<file path="src/tto_pkg.sv">
// Shared codes and types for the timer table unit.
package tto_pkg;

	// Input item modes carried on s_tuser.
	localparam logic [2:0] MODE_REG_ONESHOT = 3'd0;
	localparam logic [2:0] MODE_REG_PERIODIC = 3'd1;
	localparam logic [2:0] MODE_CANCEL = 3'd2;
	localparam logic [2:0] MODE_TICK = 3'd3;
	localparam logic [2:0] MODE_CLEAR = 3'd4;
	localparam logic [2:0] MODE_RESET_STATS = 3'd5;

	// Widths of the stream words.
	localparam int IN_W = 48;
	localparam int OUT_W = 176;

	// Bit positions of result fields in m_tdata.
	localparam int OB_OK = 0;
	localparam int OB_EXP_VALID = 17;

	// Controller states.
	typedef enum logic [2:0] {
		ST_IDLE = 3'b001,
		ST_SCAN = 3'b010,
		ST_OUT = 3'b100
	} state_t;

endpackage

</file>
<file path="src/tto_cell.sv">
// One timer slot cell of the rotating slot ring.
module tto_cell #(
	parameter int ID_BITS = 16,
	parameter int TIME_BITS = 48
) (
	input  logic                 clk,
	input  logic                 arst_n,
	input  logic                 shift,
	input  logic                 in_used,
	input  logic [ID_BITS-1:0]   in_id,
	input  logic [TIME_BITS-1:0] in_expire,
	input  logic [31:0]          in_period,
	input  logic                 in_periodic,
	output logic                 used,
	output logic [ID_BITS-1:0]   id,
	output logic [TIME_BITS-1:0] expire,
	output logic [31:0]          period,
	output logic                 periodic
);

	logic                 used_q;
	logic [ID_BITS-1:0]   id_q;
	logic [TIME_BITS-1:0] expire_q;
	logic [31:0]          period_q;
	logic                 periodic_q;

	// The occupied flag is control state and clears on reset.
	always_ff @(posedge clk or negedge arst_n) begin
		if (!arst_n) begin
			used_q <= 1'b0;
		end else if (shift) begin
			used_q <= in_used;
		end
	end

	// Slot contents follow the ring while it rotates.
	always_ff @(posedge clk) begin
		if (shift) begin
			id_q       <= in_id;
			expire_q   <= in_expire;
			period_q   <= in_period;
			periodic_q <= in_periodic;
		end
	end

	assign used     = used_q;
	assign id       = id_q;
	assign expire   = expire_q;
	assign period   = period_q;
	assign periodic = periodic_q;

endmodule

</file>
<file path="src/timeout_table_one_shot_periodic_unit.sv">
// Timer table top level: slot ring, head-of-ring update logic and result sequencing.
//
// The block keeps SLOTS timer slots in a ring of cells and a millisecond clock. Each input
// word is taken in the idle state, then the ring rotates through all SLOTS cells, one slot per
// cycle, while the logic at the head of the ring places, cancels, expires or reschedules
// slots and gathers the earliest expiry and the occupancy. Then the results go out, one per
// cycle while the output is not stalled: one result, or one per expired timer of a tick.
// A new word is accepted only once the last result of the previous one has been taken.
module timeout_table_one_shot_periodic_unit import tto_pkg::*; #(
	parameter int SLOTS = 16,
	parameter int ID_BITS = 16,
	parameter int TIME_BITS = 48
) (
	input  logic              clk,
	input  logic              arst_n,
	input  logic              s_tvalid,
	output logic              s_tready,
	// duration_ms[31:0], timer_id[47:32]
	input  logic [IN_W-1:0]   s_tdata,
	// mode[2:0]
	input  logic [2:0]        s_tuser,
	output logic              m_tvalid,
	input  logic              m_tready,
	// ok[0], assigned_id[16:1], expired_valid[17], expired_id[33:18], expired_periodic[34],
	// next_timeout_ms[67:35], active_count[72:68], registered total[104:73],
	// trigger total[136:105], cancel total[168:137], zero fill[175:169]
	output logic [OUT_W-1:0]  m_tdata,
	output logic              m_tlast
);

	localparam int CW = $clog2(SLOTS + 1);
	localparam int IW = (SLOTS > 1) ? $clog2(SLOTS) : 1;

	state_t state_q;

	logic [TIME_BITS-1:0] now_q;
	logic [ID_BITS-1:0]   nid_q;
	logic [ID_BITS-1:0]   aid_q;
	logic [31:0]          reg_cnt_q;
	logic [31:0]          trig_cnt_q;
	logic [31:0]          canc_cnt_q;
	logic [2:0]           mode_q;
	logic [31:0]          dur_q;
	logic [15:0]          tid_q;
	logic                 done_q;
	logic                 any_q;
	logic [TIME_BITS-1:0] best_q;
	logic [CW-1:0]        act_q;
	logic [CW-1:0]        cnt_q;
	logic [CW-1:0]        wp_q;
	logic [CW-1:0]        rp_q;
	logic [ID_BITS-1:0]   ebuf_id_q [SLOTS];
	logic                 ebuf_prd_q [SLOTS];

	// Ring wiring: cell i loads from cell i+1, the last cell from the head logic.
	logic                 c_used [SLOTS];
	logic [ID_BITS-1:0]   c_id [SLOTS];
	logic [TIME_BITS-1:0] c_exp [SLOTS];
	logic [31:0]          c_per [SLOTS];
	logic                 c_prd [SLOTS];

	logic                 w_used;
	logic [ID_BITS-1:0]   w_id;
	logic [TIME_BITS-1:0] w_exp;
	logic [31:0]          w_per;
	logic                 w_prd;
	logic                 shift;

	assign shift = (state_q == ST_SCAN);

	for (genvar i = 0; i < SLOTS; i++) begin : g_cell
		if (i == SLOTS - 1) begin : g_tail
			tto_cell #(.ID_BITS(ID_BITS), .TIME_BITS(TIME_BITS)) u_cell (
				.clk(clk), .arst_n(arst_n), .shift(shift),
				.in_used(w_used), .in_id(w_id), .in_expire(w_exp),
				.in_period(w_per), .in_periodic(w_prd),
				.used(c_used[i]), .id(c_id[i]), .expire(c_exp[i]),
				.period(c_per[i]), .periodic(c_prd[i])
			);
		end else begin : g_mid
			tto_cell #(.ID_BITS(ID_BITS), .TIME_BITS(TIME_BITS)) u_cell (
				.clk(clk), .arst_n(arst_n), .shift(shift),
				.in_used(c_used[i+1]), .in_id(c_id[i+1]), .in_expire(c_exp[i+1]),
				.in_period(c_per[i+1]), .in_periodic(c_prd[i+1]),
				.used(c_used[i]), .id(c_id[i]), .expire(c_exp[i]),
				.period(c_per[i]), .periodic(c_prd[i])
			);
		end
	end

	// Head-of-ring update for the slot now at cell zero.
	logic [TIME_BITS-1:0] rem;
	logic                 due;
	logic                 take;
	logic                 fire;
	logic                 fresh;
	logic [TIME_BITS-1:0] contrib;
	logic                 is_reg;

	assign is_reg = (mode_q == MODE_REG_ONESHOT) || (mode_q == MODE_REG_PERIODIC);
	assign rem    = c_exp[0] - now_q;
	assign due    = (rem == '0) || rem[TIME_BITS-1];

	always_comb begin
		w_used = c_used[0];
		w_id   = c_id[0];
		w_exp  = c_exp[0];
		w_per  = c_per[0];
		w_prd  = c_prd[0];
		take   = 1'b0;
		fire   = 1'b0;
		fresh  = 1'b0;
		case (mode_q)
			MODE_REG_ONESHOT, MODE_REG_PERIODIC: begin
				if (!c_used[0] && !done_q && (dur_q != 32'd0)) begin
					w_used = 1'b1;
					w_id   = nid_q;
					w_exp  = now_q + TIME_BITS'(dur_q);
					w_per  = dur_q;
					w_prd  = (mode_q == MODE_REG_PERIODIC);
					take   = 1'b1;
					fresh  = 1'b1;
				end
			end
			MODE_CANCEL: begin
				if (c_used[0] && !done_q && (tid_q != 16'd0) &&
						(32'(c_id[0]) == 32'(tid_q))) begin
					w_used = 1'b0;
					take   = 1'b1;
				end
			end
			MODE_TICK: begin
				if (c_used[0] && due) begin
					fire = 1'b1;
					if (c_prd[0]) begin
						w_exp = now_q + TIME_BITS'(c_per[0]);
						fresh = 1'b1;
					end else begin
						w_used = 1'b0;
					end
				end
			end
			MODE_CLEAR: begin
				w_used = 1'b0;
			end
			default: begin
			end
		endcase
		// A freshly scheduled slot is due exactly its period from now.
		if (fresh) begin
			contrib = TIME_BITS'(w_per);
		end else if (due) begin
			contrib = '0;
		end else begin
			contrib = rem;
		end
	end

	// Id after the one just handed out, skipping zero.
	logic [ID_BITS-1:0] nid_inc;
	assign nid_inc = nid_q + ID_BITS'(1);

	logic out_fire;
	logic out_last;
	assign out_fire = m_tvalid && m_tready;
	assign out_last = (wp_q == '0) || (rp_q == wp_q - CW'(1));

	// Controller: accept, rotate the ring once, then emit results.
	always_ff @(posedge clk or negedge arst_n) begin
		if (!arst_n) begin
			state_q    <= ST_IDLE;
			now_q      <= '0;
			nid_q      <= ID_BITS'(1);
			reg_cnt_q  <= '0;
			trig_cnt_q <= '0;
			canc_cnt_q <= '0;
			mode_q     <= MODE_CLEAR;
			done_q     <= 1'b0;
			any_q      <= 1'b0;
			best_q     <= '0;
			act_q      <= '0;
			cnt_q      <= '0;
			wp_q       <= '0;
			rp_q       <= '0;
		end else begin
			case (state_q)
				ST_IDLE: begin
					if (s_tvalid) begin
						mode_q <= s_tuser;
						done_q <= 1'b0;
						any_q  <= 1'b0;
						act_q  <= '0;
						cnt_q  <= '0;
						wp_q   <= '0;
						rp_q   <= '0;
						if (s_tuser == MODE_TICK) begin
							now_q <= now_q + TIME_BITS'(1);
						end
						if (s_tuser == MODE_RESET_STATS) begin
							reg_cnt_q  <= '0;
							trig_cnt_q <= '0;
							canc_cnt_q <= '0;
						end
						state_q <= ST_SCAN;
					end
				end
				ST_SCAN: begin
					if (take) begin
						done_q <= 1'b1;
						if (is_reg) begin
							reg_cnt_q <= reg_cnt_q + 32'd1;
							nid_q     <= (nid_inc == '0) ? ID_BITS'(1) : nid_inc;
						end else begin
							canc_cnt_q <= canc_cnt_q + 32'd1;
						end
					end
					if (fire) begin
						trig_cnt_q <= trig_cnt_q + 32'd1;
						wp_q       <= wp_q + CW'(1);
					end
					if (w_used) begin
						act_q <= act_q + CW'(1);
						any_q <= 1'b1;
						if (!any_q || (contrib < best_q)) begin
							best_q <= contrib;
						end
					end
					cnt_q <= cnt_q + CW'(1);
					if (cnt_q == CW'(SLOTS - 1)) begin
						state_q <= ST_OUT;
					end
				end
				ST_OUT: begin
					if (out_fire) begin
						if (out_last) begin
							state_q <= ST_IDLE;
						end else begin
							rp_q <= rp_q + CW'(1);
						end
					end
				end
				default: begin
					state_q <= ST_IDLE;
				end
			endcase
		end
	end

	// Operand capture and expiry list; payload only, no reset.
	always_ff @(posedge clk) begin
		if (state_q == ST_IDLE && s_tvalid) begin
			dur_q <= s_tdata[31:0];
			tid_q <= s_tdata[47:32];
			aid_q <= '0;
		end
		if (shift && take && is_reg) begin
			aid_q <= nid_q;
		end
		if (shift && fire) begin
			ebuf_id_q[wp_q[IW-1:0]]  <= c_id[0];
			ebuf_prd_q[wp_q[IW-1:0]] <= c_prd[0];
		end
	end

	// Result word assembly.
	logic        r_ok;
	logic        r_ev;
	logic [31:0] aid_ext;
	logic [31:0] eid_ext;
	logic        r_ep;
	logic [32:0] r_next;
	logic [31:0] act_ext;

	always_comb begin
		case (mode_q)
			MODE_REG_ONESHOT, MODE_REG_PERIODIC, MODE_CANCEL: r_ok = done_q;
			MODE_TICK, MODE_CLEAR, MODE_RESET_STATS: r_ok = 1'b1;
			default: r_ok = 1'b0;
		endcase
		r_ev    = (wp_q != '0);
		aid_ext = 32'(aid_q);
		eid_ext = r_ev ? 32'(ebuf_id_q[rp_q[IW-1:0]]) : 32'd0;
		r_ep    = r_ev && ebuf_prd_q[rp_q[IW-1:0]];
		r_next  = any_q ? best_q[32:0] : '1;
		act_ext = 32'(act_q);
	end

	assign s_tready = (state_q == ST_IDLE);
	assign m_tvalid = (state_q == ST_OUT);
	assign m_tlast  = out_last;
	assign m_tdata  = {7'd0, canc_cnt_q, trig_cnt_q, reg_cnt_q, act_ext[4:0], r_next,
		r_ep, eid_ext[15:0], r_ev, aid_ext[15:0], r_ok};

endmodule

</file>
<file path="config.mk">
export PLATFORM = sky130hd
export DESIGN_NAME = timeout_table_one_shot_periodic_unit
export DESIGN_NICKNAME = d
export VERILOG_FILES = /design/src/tto_pkg.sv /design/src/tto_cell.sv /design/src/timeout_table_one_shot_periodic_unit.sv
export SDC_FILE = /design/constraint.sdc
export NUM_CORES = 2
export LEC_CHECK = 0
export BUFFER_PORTS_ARGS = -buffer_cell sky130_fd_sc_hd__buf_2
export CAP_MARGIN = 20
export CORE_MARGIN = 1.5
export CORE_UTILIZATION = 60
export CTS_BUF_LIST = sky130_fd_sc_hd__clkbuf_16
export DETAILED_ROUTE_END_ITERATION = 12
export PLACE_DENSITY_LB_ADDON = 0.05
export SLEW_MARGIN = 20
export SYNTH_ARGS = -nofsm -noshare
export SYNTH_HDL_FRONTEND = slang
export SYNTH_SLANG_ARGS = --single-unit
</file>
<file path="constraint.sdc">
create_clock -name clk -period 59.3 [get_ports clk]
set_input_delay 11.86 -clock clk [delete_from_list [all_inputs] [get_ports clk]]
set_output_delay 11.86 -clock clk [all_outputs]
set_load 0.01 [all_outputs]
</file>
* Word-level counts from Yosys, hierarchy flattened
Memories as Yosys holds them, arrays and structs flattened. Index checks and enable logic that the tools add are counted.
Word-level totals: register bits 1868, memory bits (writable) 272, input bits 55, memories kept 2
Cells by class: add/subtract/negate cells 13, $lt $le $gt $ge 1, equal/unequal tests 24, multiplexer cells 62, reductions and logical operators 45
Memories:
- ebuf_id_q | depth 16, width 16, read ports 1, clocked after Yosys merged registers in 0, write ports 1, line timeout_table_one_shot_periodic_unit.sv:52 | logic [ID_BITS-1:0] ebuf_id_q [SLOTS];
- ebuf_prd_q | depth 16, width 1, read ports 1, clocked after Yosys merged registers in 0, write ports 1, line timeout_table_one_shot_periodic_unit.sv:53 | logic ebuf_prd_q [SLOTS];
Operators with widths (count):
- 32-bit 2-to-1 mux | 9
- 48-bit 2-to-1 mux | 5
- 32-bit case mux with 2 select lines | 3
- 32-bit by 1-bit adder with 32-bit output (second input constant) | 3
- 48-bit by 32-bit adder with 48-bit output | 2
- 16-bit 2-to-1 mux | 6
- 48-bit case mux with 2 select lines | 1
- 48-bit by 1-bit adder with 48-bit output (second input constant) | 1
- 48-bit logical NOT | 1
- 48-bit < comparator | 1
- 48-bit subtractor | 1
- 5-bit case mux with 2 select lines | 4
- 33-bit 2-to-1 mux | 1
- 32-bit nonzero test | 1
- 5-bit 2-to-1 mux | 5
- 5-bit by 1-bit adder with 5-bit output (second input constant) | 4
- 3-bit AND reduction | 6
- 1-bit 2-to-1 mux | 17
- 16-bit by 1-bit adder with 16-bit output (second input constant) | 1
- 16-bit == test | 1
- 16-bit logical NOT | 1
- 2-bit by 1-bit != test with 1-bit output (second input constant) | 8
- 16-bit nonzero test | 1
- 3-bit by 2-bit == test with 1-bit output (second input constant) | 4
- other kinds (22) | 58

* Logic depth before layout (Yosys ltp)
depth after elaboration 10, mapped depth 34, depth with buffers taken out 29

* Cells and area by module
Synthesis repeated with hierarchy kept, for this count alone.
Unflattened totals: cell total of the unflattened synthesis 4718, area total of the unflattened synthesis 80696.1 um^2
By module, submodules not included:
- tto_cell | times used 16, cells each 99, area each 2952.8 um^2
- timeout_table_one_shot_periodic_unit | times used 1, cells each 3134, area each 33450.8 um^2

* Least setup slack after synthesis
Ideal clock, no wire load.
path kind reg2reg, start point register state_q[2], end point register g_cell[0].g_mid.u_cell.expire_q[0] (enable), setup time 2.518 ns, arrival 42.937 ns, data required time 56.782 ns, path slack 13.845 ns, cell stages (with the launch flop) 5, path buffers 2, period minus slack after synthesis 45.455 ns, cell sequence dfrtp_1 -> or3b_2 -> clkbuf_1 -> clkinv_1 -> buf_1
Between the ends: cells in the longest elaborated chain, start to end 1
Ends and longest elaborated chain:
- start: declaration | line timeout_table_one_shot_periodic_unit.sv:34 | state_t state_q;
- start signal: assignment | line timeout_table_one_shot_periodic_unit.sv:171 | state_q <= ST_IDLE;
- start signal: assignment | line timeout_table_one_shot_periodic_unit.sv:204 | state_q <= ST_SCAN;
- start signal: assignment | line timeout_table_one_shot_periodic_unit.sv:230 | state_q <= ST_OUT;
- 3-bit by 2-bit == test with 1-bit output | line timeout_table_one_shot_periodic_unit.sv:69 | assign shift = (state_q == ST_SCAN);
- via g_cell[0].g_mid.u_cell.shift | line tto_cell.sv:8 | input logic shift,
- end signal: assignment | line tto_cell.sv:40 | expire_q <= in_expire;
- end: declaration | line tto_cell.sv:23 | logic [TIME_BITS-1:0] expire_q;
The timed path passes the listed nets, and every way through them passes these cells. A chain may end at the register's enable or synchronous reset.

* Worst setup path in the final report
start point register rp_q[0], end point output port m_tlast
Between the ends: cells in the longest elaborated chain, start to end 2
Ends and longest elaborated chain:
- start: declaration | line timeout_table_one_shot_periodic_unit.sv:51 | logic [CW-1:0] rp_q;
- start signal: assignment | line timeout_table_one_shot_periodic_unit.sv:238 | rp_q <= rp_q + CW'(1);
- 5-bit == test | line timeout_table_one_shot_periodic_unit.sv:166 | assign out_last = (wp_q == '0) || (rp_q == wp_q - CW'(1));
- 1-bit logical OR | line timeout_table_one_shot_periodic_unit.sv:166
- end: declaration | line timeout_table_one_shot_periodic_unit.sv:28 | output logic m_tlast
No other way between the ends.

==> reports/summary.txt <==
DIE
---------------------------------------------------------------------------------
Die height                                                               371.1 um
Number of placed I/O pins                                                     234
Die extent in x                                                          371.1 um
Std cell rows                                                                 134
Floorplan core area                                                  134,000 um^2
Starting Density                                                           60.69%
Total Die Area                                                       137,700 um^2

POWER AND IR DROP
---------------------------------------------------------------------------------
Leak Pwr                                                                 32.56 nW
Power density over cell area                                         44.52 nW/um^2
PnR Total Power                                                          4.059 mW
IR Drop Worst-Case VDD                                                   42.40 uV

SETUP PATH
---------------------------------------------------------------------------------
Setup slack of the most critical reg-to-reg path                        49,050 ps
CP Max Fanout                                                                  54
Crit end category                                                      output pin
Worst setup path class                                               register to output pin
Nature of the critical path startpoint                                   register
Required time of the critical path                                      47,440 ps
Terminus of the critical flop-to-flop path                           best_q[42]$_DFFE_PN0P_
Worst endpoint data arrival time                                          3810 ps
Register-to-Register Path Depth                                                32
Startpoint of the lowest-slack register-to-register path             g_cell[0].g_mid.u_cell.expire[0]$_DFFE_PP_

YOSYS
---------------------------------------------------------------------------------
Number of enable flip-flop cells after synthesis                            1,888
Cell types with the largest area share after synthesis               edfxtp_1, dfrtp_1, ha_1
Most instantiated flip-flop cell in the synthesis netlist                edfxtp_1
Most area-hungry cell type in the Yosys netlist                          edfxtp_1
Avg Cell Area, Syn                                                     16.78 um^2
Share of the synthesized area in the top cell type                         69.74%
Distinct cell type count after synthesis                                       90
Mapped Area                                                           81,300 um^2
Sequential share of the synthesized area                                   77.50%
Fraction of synthesis flops using an asynchronous set or reset pin         11.78%
Gate count after technology mapping                                         4,846
Seq cells post-synth                                                        2,140
YS warnings                                                                     0

CTS
---------------------------------------------------------------------------------
CTS Root Cell                                                           clkbuf_16
Hold-fix buffers at CTS                                                         0
CTS clock-pin slew for the worst setup and hold paths                       60 ps
Insertion delay of the later-clocked pin in the worst-skew pair            820 ps
Count of buffers added by post-CTS timing repair for setup                      0
Clock H-tree levels                                                             4
TritonCTS Buffers                                                             203
# resized after CTS                                                             0
# clock sinks                                                               2,140
CTS max path bufs                                                               3
TritonCTS clock tree                                                        built

CELLS AND AREA
---------------------------------------------------------------------------------
Post-layout utilization of the core                                        68.05%
Area overhead of the layout relative to synthesis                          12.13%
Area of all placed cells without fillers                              91,160 um^2
Ratio of cells with drive above 1 in the final layout                      13.99%
Number of nets in the layout                                                5,408

GRT
---------------------------------------------------------------------------------
Remaining global-route overflow                                                 0
Total routing usage reported by global routing                             23.86%
Global-route wire length before repair                                   245.2 mm
Largest net degree at the start of global routing                             201
Number of antenna violations at the first check in global routing               6
Via count of the first global-routing pass                                 39,829

ROUTING
---------------------------------------------------------------------------------
Vias                                                                       41,642
First-pass DRT Iterations                                                       5
DRC errors left                                                                 0
ANT nets after route                                                            0
Routed length on met2                                                    73.99 mm
Iteration-0 DRC count of the detailed router                                4,242
Met1 wire length                                                         73.32 mm
Total wirelength of the detailed-routed design                           162.4 mm
Top layer used by detailed routing                                           met5
WL per Instance                                                          22.80 um
Vias per std cell                                                           5.848
WL met3                                                                  11.00 mm

TIMING
---------------------------------------------------------------------------------
Setup skew after layout                                                  41.28 ps
Worst setup slack after layout                                          43,630 ps
Timing-limited maximum frequency                                      0.06382 GHz
Final period demand of the worst path                                   15,670 ps
Number of max-slew violations in the final report                               0
Number of setup violations in the final report                                  0
Final setup TNS                                                              0 ps
Share of the clock period used by the worst path                           26.42%
Slew Limit Headroom                                                        20.85%
Measured slew at the worst slew-check pin                                 1176 ps
Fin. Hold Viols                                                                 0
Setup repair after global routing missed its margin                         false

PLACEMENT
---------------------------------------------------------------------------------
Instance area after placement                                         84,560 um^2
Placement-stage worst setup slack                                       44,230 ps
Half-perimeter wire length of the detailed placement result              104.1 mm
Count of port buffers added during placement                                  226
GPL Wtd Cong                                                               0.8848

RUN STATUS
---------------------------------------------------------------------------------
Outcome                                                              finished clean

MIN PATH
---------------------------------------------------------------------------------
Cell count of the worst hold path                                               0
Worst Hold Endpoint                                                  g_cell[1].g_mid.u_cell.expire[3]$_DFFE_PP_
HP Class                                                             register to register
Launch instance of the worst min-delay path                          g_cell[2].g_mid.u_cell.expire[3]$_DFFE_PP_

FLOW RUN
---------------------------------------------------------------------------------
Max_cap viols                                                                   0

## worst max-delay path, cell delays in order, from the launching register on
cell and delay, ps:
dfrtp_4 670, buf_6 630, o31a_1 250, o221ai_1 130
o41ai_1 980, buf_2 280
## sequential cells by signal, indices dropped and copies added (netlist names), 32 cells and up
name                         cells
best_q                          48
canc_cnt_q                      32
dur_q                           32
ebuf_id_q                      256
g_cell.g_mid.u_cell.expire     720
g_cell.g_mid.u_cell.id         240
g_cell.g_mid.u_cell.period     480
g_cell.g_tail.u_cell.expire     48
g_cell.g_tail.u_cell.period     32
now_q                           48
reg_cnt_q                       32
trig_cnt_q                      32
## power by group
| group | internal, mW | switching, mW |
|---|---|---|
| Combinational | 0.203 | 0.488 |
| Sequential | 2.01 | 0.100 |
| Clock | 0.701 | 0.553 |
## synthesized netlist by cell type (22+ instances only)
library cell / instances
nor2_1: 214
o22ai_1: 31
nand2_1: 364
mux4_2: 85
nand3_1: 89
a21o_1: 65
buf_2: 24
mux2i_1: 41
nor3_1: 46
xnor2_1: 130
nand2b_1: 22
a21oi_1: 216
and3_1: 61
o21a_1: 27
or3_1: 34
inv_1: 175
o21ba_2: 30
nor4_1: 32
dfrtp_1: 249
a211oi_1: 32
ha_1: 172
and2_1: 49
a221o_1: 22
nand4_1: 58
o211ai_1: 23
edfxtp_1: 1888
xor2_1: 107
o21ai_0: 154
clkbuf_1: 99
## metrics by stage
step | hold slack, ps | cells
floorplan | 400.3 | 4853
global placement | 400.2 | 6740
detailed placement | 404.5 | 6740
CTS | 392.4 | 7119
global route | 398.4 | 7121
finish | 386.3 | 7121
## placed cells by master, fill, tap and decap left out, drive strengths merged, types with 100 or more instances in the layout
| master | synthesis | layout |
|---|---|---|
| edfxtp | 1888 | 1888 |
| inv | 175 | 223 |
| clkbuf | 99 | 208 |
| buf | 59 | 278 |
| nand2 | 364 | 364 |
| xor2 | 107 | 107 |
| a21oi | 218 | 218 |
| clkinv | 1 | 100 |
| nor2 | 214 | 214 |
| xnor2 | 130 | 130 |
| dfrtp | 249 | 249 |
| o21ai | 155 | 155 |
| ha | 172 | 172 |
## routing by layer
metal	global-route usage, %	up-vias
li1	-	19203
met1	36.26	21014
met2	35.22	1176
met3	5.007	247
met4	7.057	2
met5	0	-
## how the worst max path moves through the flow
stage | slack (ps) | depth (start not counted) | endpoint | from
6_report | 43630 | 5 | m_tlast | rp_q[0]$_DFFE_PN0P_
4_1_cts | 43300 | 5 | m_tlast | rp_q[0]$_DFFE_PN0P_
5_1_grt | 43400 | 5 | m_tlast | rp_q[0]$_DFFE_PN0P_
3_5_place_dp | 44230 | 5 | m_tlast | rp_q[0]$_DFFE_PN0P_
3_3_place_gp | 44330 | 5 | m_tlast | rp_q[0]$_DFFE_PN0P_
2_1_floorplan | 13850 | 4 | g_cell[0].g_mid.u_cell.expire[0]$_DFFE_PP_ | state_q[2]$_DFFE_PN0P_
## final cells by class
| type | instances | area [um^2] |
|---|---|---|
| fillers | 8919 | 42800 |
| diodes | 1 | 2.502 |
| clock inverters | 171 | 1359 |
| repair buffers | 278 | 1622 |
| clock buffers | 208 | 5205 |
| well taps | 1768 | 2212 |
| flip-flops and latches | 2140 | 63010 |
| multi-input cells | 2379 | 17080 |
| inverters | 176 | 668.1 |
## cells by family after synthesis
logic type / after synthesis / synth area share, %
other: 1 / 0.004613
adder cells (fa/ha/maj): 175 / 2.721
multiplexers: 130 / 2.915
XOR/XNOR: 237 / 2.553
AND/OR/NAND/NOR: 1066 / 6.392
buffers and inverters: 334 / 1.644
AO/OA/AOI/OAI: 763 / 6.275
flip-flops: 2140 / 77.50
(Power assumes the default switching activity.)
